**config.mk**
```make
export PLATFORM = sky130hd
export DESIGN_NAME = kos_front
export DESIGN_NICKNAME = d
export VERILOG_FILES = /design/src/hdl/kos_pkg.sv /design/src/hdl/kos_front.sv
export SDC_FILE = /design/constraint.sdc
export NUM_CORES = 1
export LEC_CHECK = 0
export ABC_AREA = 1
export BUFFER_PORTS_ARGS = -buffer_cell sky130_fd_sc_hd__buf_2
export CORE_ASPECT_RATIO = 2
export CORE_MARGIN = 10
export CORE_UTILIZATION = 47
export DETAILED_ROUTE_END_ITERATION = 16
export PLACE_DENSITY = 0.83
export RECOVER_POWER = 50
export REMOVE_ABC_BUFFERS = 1
export SYNTH_ARGS = -nofsm -noshare
export SYNTH_HDL_FRONTEND = slang
export SYNTH_SLANG_ARGS = --single-unit
```
**constraint.sdc**
```tcl
create_clock -name clock -period 2.4 [get_ports clock]
set_input_delay 0.48 -clock clock [delete_from_list [all_inputs] [get_ports clock]]
set_output_delay 0.48 -clock clock [all_outputs]
set_load 0.02 [all_outputs]
```
**src/hdl/kos_pkg.sv**
```systemverilog
package kos_pkg;

   // fixed field widths of the query and result
   localparam int KIND_W = 2;
   localparam int OCC_W  = 11;
   localparam int POS_W  = 11;

   // depth of the command queue between front and back
   localparam int CMDQ_DEPTH = 2;

   // request kinds; the fourth code carries no meaning and is dropped
   typedef enum logic [KIND_W-1:0] {
      KIND_LOAD  = 2'd0,
      KIND_QUERY = 2'd1,
      KIND_CLEAR = 2'd2
   } cmd_kind_type;

   // control part of a queued command
   typedef struct packed {
      cmd_kind_type       kind;
      logic [OCC_W-1:0]   occurrence;
   } cmd_ctrl_type;

endpackage

```
**src/hdl/kos_front.sv**
```systemverilog
module kos_front import kos_pkg::*; #(
   parameter int VALUE_BITS = 20
) (
   input  logic                   clock,
   input  logic                   reset,
   // request side
   input  logic                   req_push,
   output logic                   req_full,
   input  logic [KIND_W-1:0]      req_kind,
   input  logic [VALUE_BITS-1:0]  req_item_value,
   input  logic [OCC_W-1:0]       req_occurrence,
   // command side toward the back end
   output logic                   cmd_vld,
   output cmd_ctrl_type           cmd_ctrl,
   output logic [VALUE_BITS-1:0]  cmd_value,
   input  logic                   cmd_take
);

   localparam int PTR_W = (CMDQ_DEPTH > 1) ? $clog2(CMDQ_DEPTH) : 1;
   localparam int CNT_W = $clog2(CMDQ_DEPTH + 1);

   cmd_ctrl_type          q_ctrl_ff  [CMDQ_DEPTH];
   logic [VALUE_BITS-1:0] q_value_ff [CMDQ_DEPTH];
   logic [PTR_W-1:0]      wr_ptr_ff, wr_ptr_in;
   logic [PTR_W-1:0]      rd_ptr_ff, rd_ptr_in;
   logic [CNT_W-1:0]      fill_ff, fill_in;
   logic                  req_xfer;
   logic                  enq;
   logic                  deq;

   // classify: only meaningful kinds are queued, others vanish on transfer
   assign req_full = (fill_ff == CNT_W'(CMDQ_DEPTH));
   assign req_xfer = req_push && !req_full;
   always_comb begin
      enq = 1'b0;
      if (req_xfer) begin
         enq = req_kind inside {KIND_LOAD, KIND_QUERY, KIND_CLEAR};
      end
   end

   assign cmd_vld   = (fill_ff != '0);
   assign cmd_ctrl  = q_ctrl_ff[rd_ptr_ff];
   assign cmd_value = q_value_ff[rd_ptr_ff];
   assign deq       = cmd_vld && cmd_take;

   // pointer and fill update
   always_comb begin
      wr_ptr_in = wr_ptr_ff;
      rd_ptr_in = rd_ptr_ff;
      fill_in   = fill_ff;
      if (enq) begin
         wr_ptr_in = (wr_ptr_ff == PTR_W'(CMDQ_DEPTH - 1)) ? '0 : wr_ptr_ff + 1'b1;
      end
      if (deq) begin
         rd_ptr_in = (rd_ptr_ff == PTR_W'(CMDQ_DEPTH - 1)) ? '0 : rd_ptr_ff + 1'b1;
      end
      if (enq && !deq) begin
         fill_in = fill_ff + 1'b1;
      end else if (deq && !enq) begin
         fill_in = fill_ff - 1'b1;
      end
   end

   always_ff @(posedge clock) begin
      if (reset) begin
         wr_ptr_ff <= '0;
         rd_ptr_ff <= '0;
         fill_ff   <= '0;
      end else begin
         wr_ptr_ff <= wr_ptr_in;
         rd_ptr_ff <= rd_ptr_in;
         fill_ff   <= fill_in;
      end
   end

   // queue payload
   always_ff @(posedge clock) begin
      if (enq) begin
         q_ctrl_ff[wr_ptr_ff].kind       <= cmd_kind_type'(req_kind);
         q_ctrl_ff[wr_ptr_ff].occurrence <= req_occurrence;
         q_value_ff[wr_ptr_ff]           <= req_item_value;
      end
   end

endmodule

```
==> results.py, run 1 <==
metrics = {
    "clock_tree": {
        "htree_levels": 3,
        "clockBufferDepth": 2,
        "clkSlewWorstSetupHoldPaths_ns": 0.05,
        "cts_sinks": 71,
        "postCtsResizedCells": 0,
        "cts_tree": "yes",
        "clock_latency_ns": 0.32,
        "numCtsBuffers": 9,
        "root_buffer": "clkbuf_16",
        "cts_hold_buffers": 0,
        "postCtsSetupBuffers": 0,
    },
    "global_route": {
        "antenna_found_initial": 0,
        "grt_max_degree": 34,
        "overflow": 0,
        "grt.total_usage": 0.1093,
        "grt_pass1_vias": 1578,
        "grt_pass1_wl_mm": 7.631,
    },
    "job": {
        "maxCapViolCount": 0,
    },
    "cells_and_area": {
        "fill_cells": 463,
        "multi_input_area_um2": 606.8,
        "syn_to_final_growth_pct": 23.43,
        "num_antenna_cells": 0,
        "nNetsFinal": 262,
        "regArea_mm2": 0.002083,
        "finalNonFillerCells": 290,
        "drive_above_1_share": 0.4323,
    },
    "timing": {
        "relSlewSlack": 0.4384,
        "fin_crit_ns": 1.923,
        "fmaxAchievable_mhz": 519.9,
        "rsz0062_at_grt": "no",
        "slew_viol_final": 0,
        "setup-tns-final_ns": 0,
        "setup_violations": 0,
        "fin_crit_sh": 0.8014,
        "worst_slew_pin_slew_ns": 0.8424,
        "skew_ns": 0.002388,
        "hold_viol": 0,
    },
    "worst_setup_path": {
        "startpoint_type": "flop",
        "path_max_fanout": 33,
        "crit_family": "buffers and inverters",
        "crit_buf_inv": 2,
        "critical-path-max-stage-delay_ns": 0.36,
        "end_kind": "primary output",
        "cp.depth": 3,
        "path_cells": "buf_12, mux2_2, buf_2",
        "crit_arrival_ns": 1.44,
        "required_ns": 1.92,
        "r2r_cells": 6,
        "critPathKind": "flop to primary output",
        "slowest_stage": "mux2_2",
    },
    "route": {
        "drt_pass1_iterations": 4,
        "drt_iter0_markers": 47,
        "drc": 0,
        "drt.antenna.violating_nets": 0,
        "wl_per_cell_um": 16.53,
        "wirelength_mm": 4.794,
        "via_per_inst": 4.834,
        "vias": 1402,
    },
    "synth": {
        "ys_top_cells_by_count": "edfxtp_1, mux2_4, nand2_1, inv_1, nor2_1",
        "yosys.area.top_type": "edfxtp_1",
        "synth_cell_types": 15,
        "synth_compound_area_frac": 0.005386,
        "synth_edf_count": 66,
        "synth_top_area_share": 0.7110,
        "synth_top_family_by_area": "multiplexers",
        "ys_ff_latch": 71,
        "yosysWarnings": 0,
        "async_reset_ff_frac": 0,
        "synth_area_leaders": "edfxtp_1, mux2_4, dfxtp_1, buf_12, nand2_1",
        "synthMuxAreaShare": 0.1737,
        "synth_fa_ha_area_frac": 0.004488,
        "synth_most_common_cell": "edfxtp_1",
        "syn_avg_cell_area_um2": 19.63,
        "synth_cells": 142,
        "seq_area_frac_synth": 0.7469,
        "netlist_area_mm2": 0.002788,
        "synth-simple-area-share": 0.03321,
        "dominantRegCellSynth": "edfxtp_1",
        "synth-xor-area-share": 0,
    },
    "placement": {
        "hpwl_mm": 3.592,
        "gp_congestion": 0.7180,
        "dp.cells": 274,
        "port_buffers": 71,
    },
    "min_path": {
        "hold_class": "input pin to flop",
        "min_delay_path_depth": 1,
    },
    "die": {
        "dieArea_mm2": 0.009598,
        "initial_core_util": 0.4841,
        "core.rowCount": 39,
        "die_y_um": 128.9,
        "ios": 72,
        "core_area_mm2": 0.005758,
        "die_w_um": 74.46,
    },
    "run_status": {
        "status": "complete, no violations",
    },
    "power_and_ir_drop": {
        "cellPowerDensity_mw_per_mm2": 1086,
        "p_leak_uw": 0.001358,
        "irDropWorstVdd_mv": 0.6864,
    },
}
[worst register-to-register path, cell delays in order (launching register included)]
cell      delay [ns]
dfxtp_1         0.31
inv_1           0.09
nor2_1          0.07
nor2_1          0.23
inv_1           0.11
nor2_4          0.09
clkbuf_1        0.64
[metrics by stage]
step	util	hold slack (ns)	instance area (um^2)	setup WS (ns)	total power, uW
2_1_floorplan	-	0.4645	2716	-0.1864	2281
3_3_place_gp	0.5556	0.4812	3199	0.6737	2553
3_5_place_dp	0.5556	0.4964	3199	0.6482	2571
4_1_cts	0.6045	0.3338	3481	0.4453	3801
5_1_grt	0.5976	0.3378	3441	0.2631	3924
6_report	0.5976	0.3469	3441	0.4766	3735
[cell usage in the layout, fill, tap and decap left out, drive strengths merged]
cell type / count
nand3: 2
mux2: 33
a21oi: 2
buf: 50
dfxtp: 5
inv: 8
clkbuf: 36
nand4: 1
o21ai: 1
edfxtp: 66
nor2: 8
bufinv: 1
nand2: 11
ha: 1
clkinv: 4
[state kept, by name, summed over array words and instances, names as in the netlist, named ones only]
register and count:
q_value_ff 40, wr_ptr_ff 1, rd_ptr_ff 1, q_ctrl_ff 26, fill_ff 2
[final cells by class]
type                    count  area share
flip-flops and latches     71      0.6055
multi-input cells          59      0.1764
repair buffers             75      0.1055
clock buffers              11     0.06764
well taps                  61     0.02218
clock inverters             5     0.01418
inverters                   8    0.008727
[power by group]
part           internal [uW]  total (uW)  switching (uW)
clock                    794        1220             429
sequential              1520        1570            45.6
combinational            408         943             535
total                   2730        3740            1010
[layer usage]
layer | vias to the layer above | track usage | wire length [um] | part of all wire
met1 | 656 | 0.09510 | 1605 | 0.33
met5 | - | 0 | 0 | 0
met2 | 43 | 0.1925 | 2733 | 0.57
met4 | 0 | 0.06054 | 92 | 0.019
li1 | 692 | - | - | -
met3 | 11 | 0.05543 | 363 | 0.076
[worst paths after layout]
path / to / slack (ns) / start
max: cmd_value[19] / 0.48 / flop
min: q_value_ff[0][2]$_DFFE_PP_ / 0.35 / req_item_value[2]
max reg2reg: q_value_ff[0][14]$_DFFE_PP_ / 0.48 / fill_ff[1]$_SDFFE_PP0P_
min reg2reg: flop / 0.52 / rd_ptr_ff$_SDFFE_PP0P_
[kinds of logic (layout without fill, tap and decap cells)]
logic type / Yosys count / in the layout
muxes: 33 / 33
adders and majority gates: 1 / 1
and+or+nand+nor: 22 / 22
DFF: 71 / 71
AOI/OAI and AO/OA: 3 / 3
buffers and inverters: 12 / 99
(Power assumes the default switching activity.)
==> run 2: changes to the inputs <==
CORE_UTILIZATION = 52   (was 47)
PLACE_DENSITY = 0.87   (was 0.83)
clock period = 1.9 ns   (was 2.4 ns; I/O delays follow)
==> run 2 against run 1 <==
Against the previous run: register-to-register slack worse by 0.25 ns; first-iteration DRC count is 6.4% higher; power is 18% higher; clock skew is 0.0036 ns higher.
==> results.py, run 2 (synthesis gave the netlist of run 1 again) <==
metrics = {
    "cells_and_area": {
        "top_regs": "q_value_ff: 40 flops, q_ctrl_ff: 26 flops, fill_ff: 2 flops",
        "drive_above_1_share": 0.4723,
        "syn_to_final_growth_pct": 23.03,
        "largest_reg_flops": 40,
        "num_antenna_cells": 0,
        "largest_register": "q_value_ff",
        "finalNonFillerCells": 293,
        "final_common_cell": "edfxtp_1",
        "fill_cells": 405,
        "layout_common_cells": "edfxtp_1, buf_2, mux2_4",
        "postLayoutCoreUtil": 0.6614,
        "nNetsFinal": 268,
    },
    "timing": {
        "slew_viol_final": 0,
        "fmaxAchievable_mhz": 554.8,
        "fin_crit_sh": 0.9487,
        "worst_slew_pin_slew_ns": 0.2989,
        "hold_slack_ns": 0.2385,
        "hold_viol": 0,
        "setup_violations": 0,
        "relSlewSlack": 0.8000,
        "fin_crit_ns": 1.802,
        "rsz0062_at_grt": "no",
        "skew_ns": 0.006015,
    },
    "clock_tree": {
        "clockBufferDepth": 2,
        "root_buffer": "clkbuf_8",
        "cts_hold_buffers": 0,
        "clkSlewWorstSetupHoldPaths_ns": 0.07,
        "numCtsBuffers": 9,
        "clock_latency_ns": 0.33,
        "cts_tree": "yes",
        "cts_sinks": 71,
        "htree_levels": 3,
    },
    "worst_setup_path": {
        "crit_buf_inv": 2,
        "startpoint_type": "flop",
        "reg2reg_to": "q_value_ff[0][15]$_DFFE_PP_",
        "cp.depth": 3,
        "required_ns": 1.52,
        "path_cells": "buf_12, mux2_2, buf_2",
        "crit_arrival_ns": 1.42,
        "r2r_start": "fill_ff[1]$_SDFFE_PP0P_",
        "critPathKind": "flop to primary output",
        "r2r_cells": 6,
        "path_max_fanout": 16,
        "slowest_stage": "dfxtp_4",
        "end_kind": "primary output",
        "critical-path-max-stage-delay_ns": 0.40,
        "crit_family": "flip-flops",
        "rrSetupSlack_ns": 0.23,
    },
    "global_route": {
        "grt_max_degree": 26,
        "overflow": 0,
        "grt_pass1_vias": 1585,
        "antenna_found_initial": 0,
        "grt.total_usage": 0.1157,
        "grt_pass1_wl_mm": 7.672,
    },
    "die": {
        "die_y_um": 123.5,
        "dieArea_mm2": 0.008867,
        "core.rowCount": 37,
        "initial_core_util": 0.5376,
        "ios": 72,
        "die_w_um": 71.78,
        "core_area_mm2": 0.005185,
    },
    "run_status": {
        "status": "complete, no violations",
    },
    "placement": {
        "port_buffers": 71,
        "hpwl_mm": 3.707,
        "dp.cells": 273,
        "gp_congestion": 0.7207,
    },
    "route": {
        "wirelength_mm": 4.900,
        "via_per_inst": 5.031,
        "drc": 0,
        "drt_iter0_markers": 50,
        "drt_pass1_iterations": 4,
        "drt.antenna.violating_nets": 0,
        "wl_per_cell_um": 16.72,
        "vias": 1474,
    },
    "job": {
        "maxCapViolCount": 0,
    },
    "min_path": {
        "min_delay_path_depth": 1,
        "hold_class": "input pin to flop",
        "min_from": "req_occurrence[6]",
        "min_delay_worst_endpoint": "q_ctrl_ff[1][6]$_DFFE_PP_",
    },
    "power_and_ir_drop": {
        "cellPowerDensity_mw_per_mm2": 1285,
        "p_leak_uw": 0.001376,
        "p_total_uw": 4408,
        "irDropWorstVdd_mv": 0.8667,
    },
}
run 2: cell count changes in the layout (fill, tap and decap cells not counted):
cell | before | now
nor2_1 | 7 | 8
buf_2 | 48 | 53
clkbuf_1 | 26 | 19
dfxtp_2 | 1 | 0
buf_4 | 1 | 6
nor2_4 | 1 | 0
buf_12 | 1 | 3
clkbuf_16 | 9 | 0
clkinv_2 | 3 | 2
clkbuf_8 | 0 | 11
dfxtp_4 | 0 | 1
run 2: how the worst max path moves through the flow:
stage | start | end | slack [ns]
2_1_floorplan | fill_ff[1]$_SDFFE_PP0P_ | q_ctrl_ff[0][0]$_DFFE_PP_ | -0.60
3_3_place_gp | flop | cmd_value[19] | 0.33
3_5_place_dp | flop | cmd_value[19] | 0.32
4_1_cts | flop | cmd_value[19] | 0.02
5_1_grt | flop | cmd_ctrl[10] | 0.03
6_report | flop | cmd_value[19] | 0.1
run 2: final cells by class:
| cell class | instances | area (um^2) | share of cell area |
|---|---|---|---|
| clock inverter | 4 | 43.79 | 0.01277 |
| sequential | 71 | 2086 | 0.6082 |
| inverter | 8 | 30.03 | 0.008756 |
| timing repair buffer | 81 | 442.9 | 0.1291 |
| clock buffer | 12 | 155.1 | 0.04524 |
| tap | 58 | 72.57 | 0.02116 |
| multi-input combinational | 59 | 599.3 | 0.1748 |
run 2: per-layer routing:
| layer | up-vias | GRT usage | share of wire |
|---|---|---|---|
| met1 | 714 | 0.1100 | 0.34 |
| met3 | 8 | 0.06014 | 0.080 |
| li1 | 704 | - | - |
| met5 | - | 0 | 0 |
| met4 | 0 | 0.07543 | 0.022 |
| met2 | 48 | 0.1896 | 0.55 |
run 2: power breakdown:
group | switching, uW | total, uW | internal [uW]
clock | 480 | 1150 | 669
combinational | 691 | 1270 | 580
sequential | 66.1 | 1990 | 1920
run 2: repair_timing:
| action | 4_1_cts | 5_1_grt |
|---|---|---|
| setup endpoints to repair | 20 | 2 |
| resized for setup | 1 | 0 |
| setup buffers | 0 | 4 |
run 2: per-stage QoR:
stage / setup slack [ns] / setup TNS, ns / area (um^2)
6_report: 0.09752 / 0 / 3430
5_1_grt: 0.02711 / 0 / 3430
4_1_cts: 0.01787 / 0 / 3437
3_5_place_dp: 0.3180 / 0 / 3236
3_3_place_gp: 0.3305 / 0 / 3236
2_1_floorplan: -0.5985 / -28.11 / 2716
==> run 3: changes to the inputs <==
ABC_CLOCK_PERIOD_IN_PS = 2000   (was default)
BUFFER_PORTS_ARGS = default   (was -buffer_cell sky130_fd_sc_hd__buf_2)
CORE_UTILIZATION = 55   (was 52)
DONT_BUFFER_PORTS = 1   (was default)
PLACE_DENSITY = 0.78   (was 0.87)
clock period = 2 ns   (was 1.9 ns; I/O delays follow)
==> run 3 against run 2 <==
Against the previous run: power is 0.15% lower; routed wire length is 5.4% lower; sequential power is 6% lower; utilization is 2.7 points lower; count of clock-buffer cells in the layout is 3 lower; register-to-register slack better by 0.03 ns; clock skew is 0.0013 ns higher; worst hold slack worse by 0.088 ns; critical path depth is 1 lower.
==> results.py, run 3 (synthesis gave the netlist of run 1 again) <==
metrics = {
    "route": {
        "drc": 0,
        "via_per_inst": 5.475,
        "drt.antenna.violating_nets": 0,
        "vias": 1188,
        "wl_per_cell_um": 21.37,
        "drt_iter0_markers": 40,
        "wirelength_mm": 4.637,
        "drt_pass1_iterations": 4,
    },
    "worst_setup_path": {
        "end_kind": "primary output",
        "path_max_fanout": 20,
        "rrSetupSlack_ns": 0.26,
        "slowest_stage": "mux2_4",
        "crit_arrival_ns": 1.38,
        "required_ns": 1.60,
        "critPathKind": "flop to primary output",
        "critical-path-max-stage-delay_ns": 0.38,
        "startpoint_type": "flop",
        "path_cells": "buf_4, mux2_4",
    },
    "timing": {
        "hold_viol": 0,
        "rsz0062_at_grt": "no",
        "worst_slew_pin_slew_ns": 0.4877,
        "slew_viol_final": 0,
        "fin_crit_sh": 0.8887,
        "fin_crit_ns": 1.777,
        "skew_ns": 0.007334,
        "fmaxAchievable_mhz": 562.6,
        "setup_violations": 0,
        "hold_slack_ns": 0.1503,
        "relSlewSlack": 0.6737,
        "setup-tns-final_ns": 0,
    },
    "cells_and_area": {
        "multi_input_area_um2": 609.3,
        "final_common_cell": "edfxtp_1",
        "largest_register": "q_value_ff",
        "layout_common_cells": "edfxtp_1, mux2_4, nand2_1",
        "syn_to_final_growth_pct": 11.80,
        "largest_reg_flops": 40,
        "nNetsFinal": 193,
        "regArea_mm2": 0.002083,
        "top_regs": "q_value_ff: 40 flops, q_ctrl_ff: 26 flops, fill_ff: 2 flops",
        "num_antenna_cells": 0,
        "fill_cells": 342,
        "drive_above_1_share": 0.3563,
        "fin_area_mm2": 0.003117,
    },
    "die": {
        "initial_core_util": 0.5678,
        "ios": 72,
        "dieArea_mm2": 0.008489,
        "die_y_um": 120.7,
        "core_area_mm2": 0.004910,
        "core.rowCount": 36,
        "die_w_um": 70.34,
    },
    "global_route": {
        "grt_max_degree": 21,
        "overflow": 0,
        "grt.total_usage": 0.1127,
        "grt_pass1_wl_mm": 7.100,
        "grt_pass1_vias": 1349,
        "antenna_found_initial": 0,
    },
    "placement": {
        "gp_congestion": 0.6831,
        "hpwl_mm": 3.482,
        "port_buffers": 0,
        "placed_area_mm2": 0.002841,
    },
    "run_status": {
        "status": "complete, no violations",
    },
    "power_and_ir_drop": {
        "p_leak_uw": 0.001151,
        "irDropWorstVdd_mv": 1.126,
        "cellPowerDensity_mw_per_mm2": 1412,
    },
    "clock_tree": {
        "postCtsResizedCells": 0,
        "numCtsBuffers": 9,
        "htree_levels": 3,
        "clkSlewWorstSetupHoldPaths_ns": 0.07,
        "clock_latency_ns": 0.34,
        "postCtsSetupBuffers": 0,
        "root_buffer": "clkbuf_8",
        "cts_sinks": 71,
        "clockBufferDepth": 2,
        "cts_hold_buffers": 0,
        "cts_tree": "yes",
    },
    "min_path": {
        "hold_class": "input pin to flop",
    },
    "job": {
        "maxCapViolCount": 0,
    },
}
-- run 3: power breakdown --
group,internal [uW],total [uW],switching (uW),leakage [uW]
logic,362,972,609,0.000358
clock network,1070,1550,474,0.000141
registers,1830,1880,56.6,0.000652
-- run 3: worst paths after layout --
kind | start | to | cells after the start
max | flop | cmd_value[15] | 2
min | req_item_value[7] | q_value_ff[0][7]$_DFFE_PP_ | 0
max reg2reg | fill_ff[1]$_SDFFE_PP0P_ | fill_ff[1]$_SDFFE_PP0P_ | 9
min reg2reg | rd_ptr_ff$_SDFFE_PP0P_ | flop | 2
-- run 3: layout make-up --
| cell class | instances | area share |
|---|---|---|
| inverters | 8 | 0.009635 |
| flip-flops and latches | 71 | 0.6684 |
| clock buffers | 9 | 0.03974 |
| well taps | 57 | 0.02288 |
| clock inverters | 7 | 0.05098 |
| repair buffers | 6 | 0.01285 |
| multi-input cells | 59 | 0.1955 |
-- run 3: metal layers --
metal  part of all wire  global-route usage
met1               0.28             0.08203
met2               0.57              0.1992
met3               0.12             0.07207
met4              0.030             0.08189
met5                  0                   0
-- run 3: through the flow --
| step | total power, uW | setup slack, ns | util | instances |
|---|---|---|---|---|
| 3_5_place_dp | 2912 | 0.4349 | 0.5787 | 201 |
| 5_1_grt | 4576 | 0.07757 | 0.6348 | 217 |
| 6_report | 4401 | 0.2225 | 0.6348 | 217 |
| 4_1_cts | 4465 | 0.1806 | 0.6363 | 217 |
| 3_3_place_gp | 2859 | 0.5725 | 0.5787 | 201 |
| 2_1_floorplan | 2737 | -0.5064 | - | 138 |
-- run 3: critical path: cells and delay by family (launching register included) --
| family | cells | cell delay (ns) |
|---|---|---|
| buffers and inverters | 1 | 0.32 |
| DFF | 1 | 0.32 |
| muxes | 1 | 0.38 |
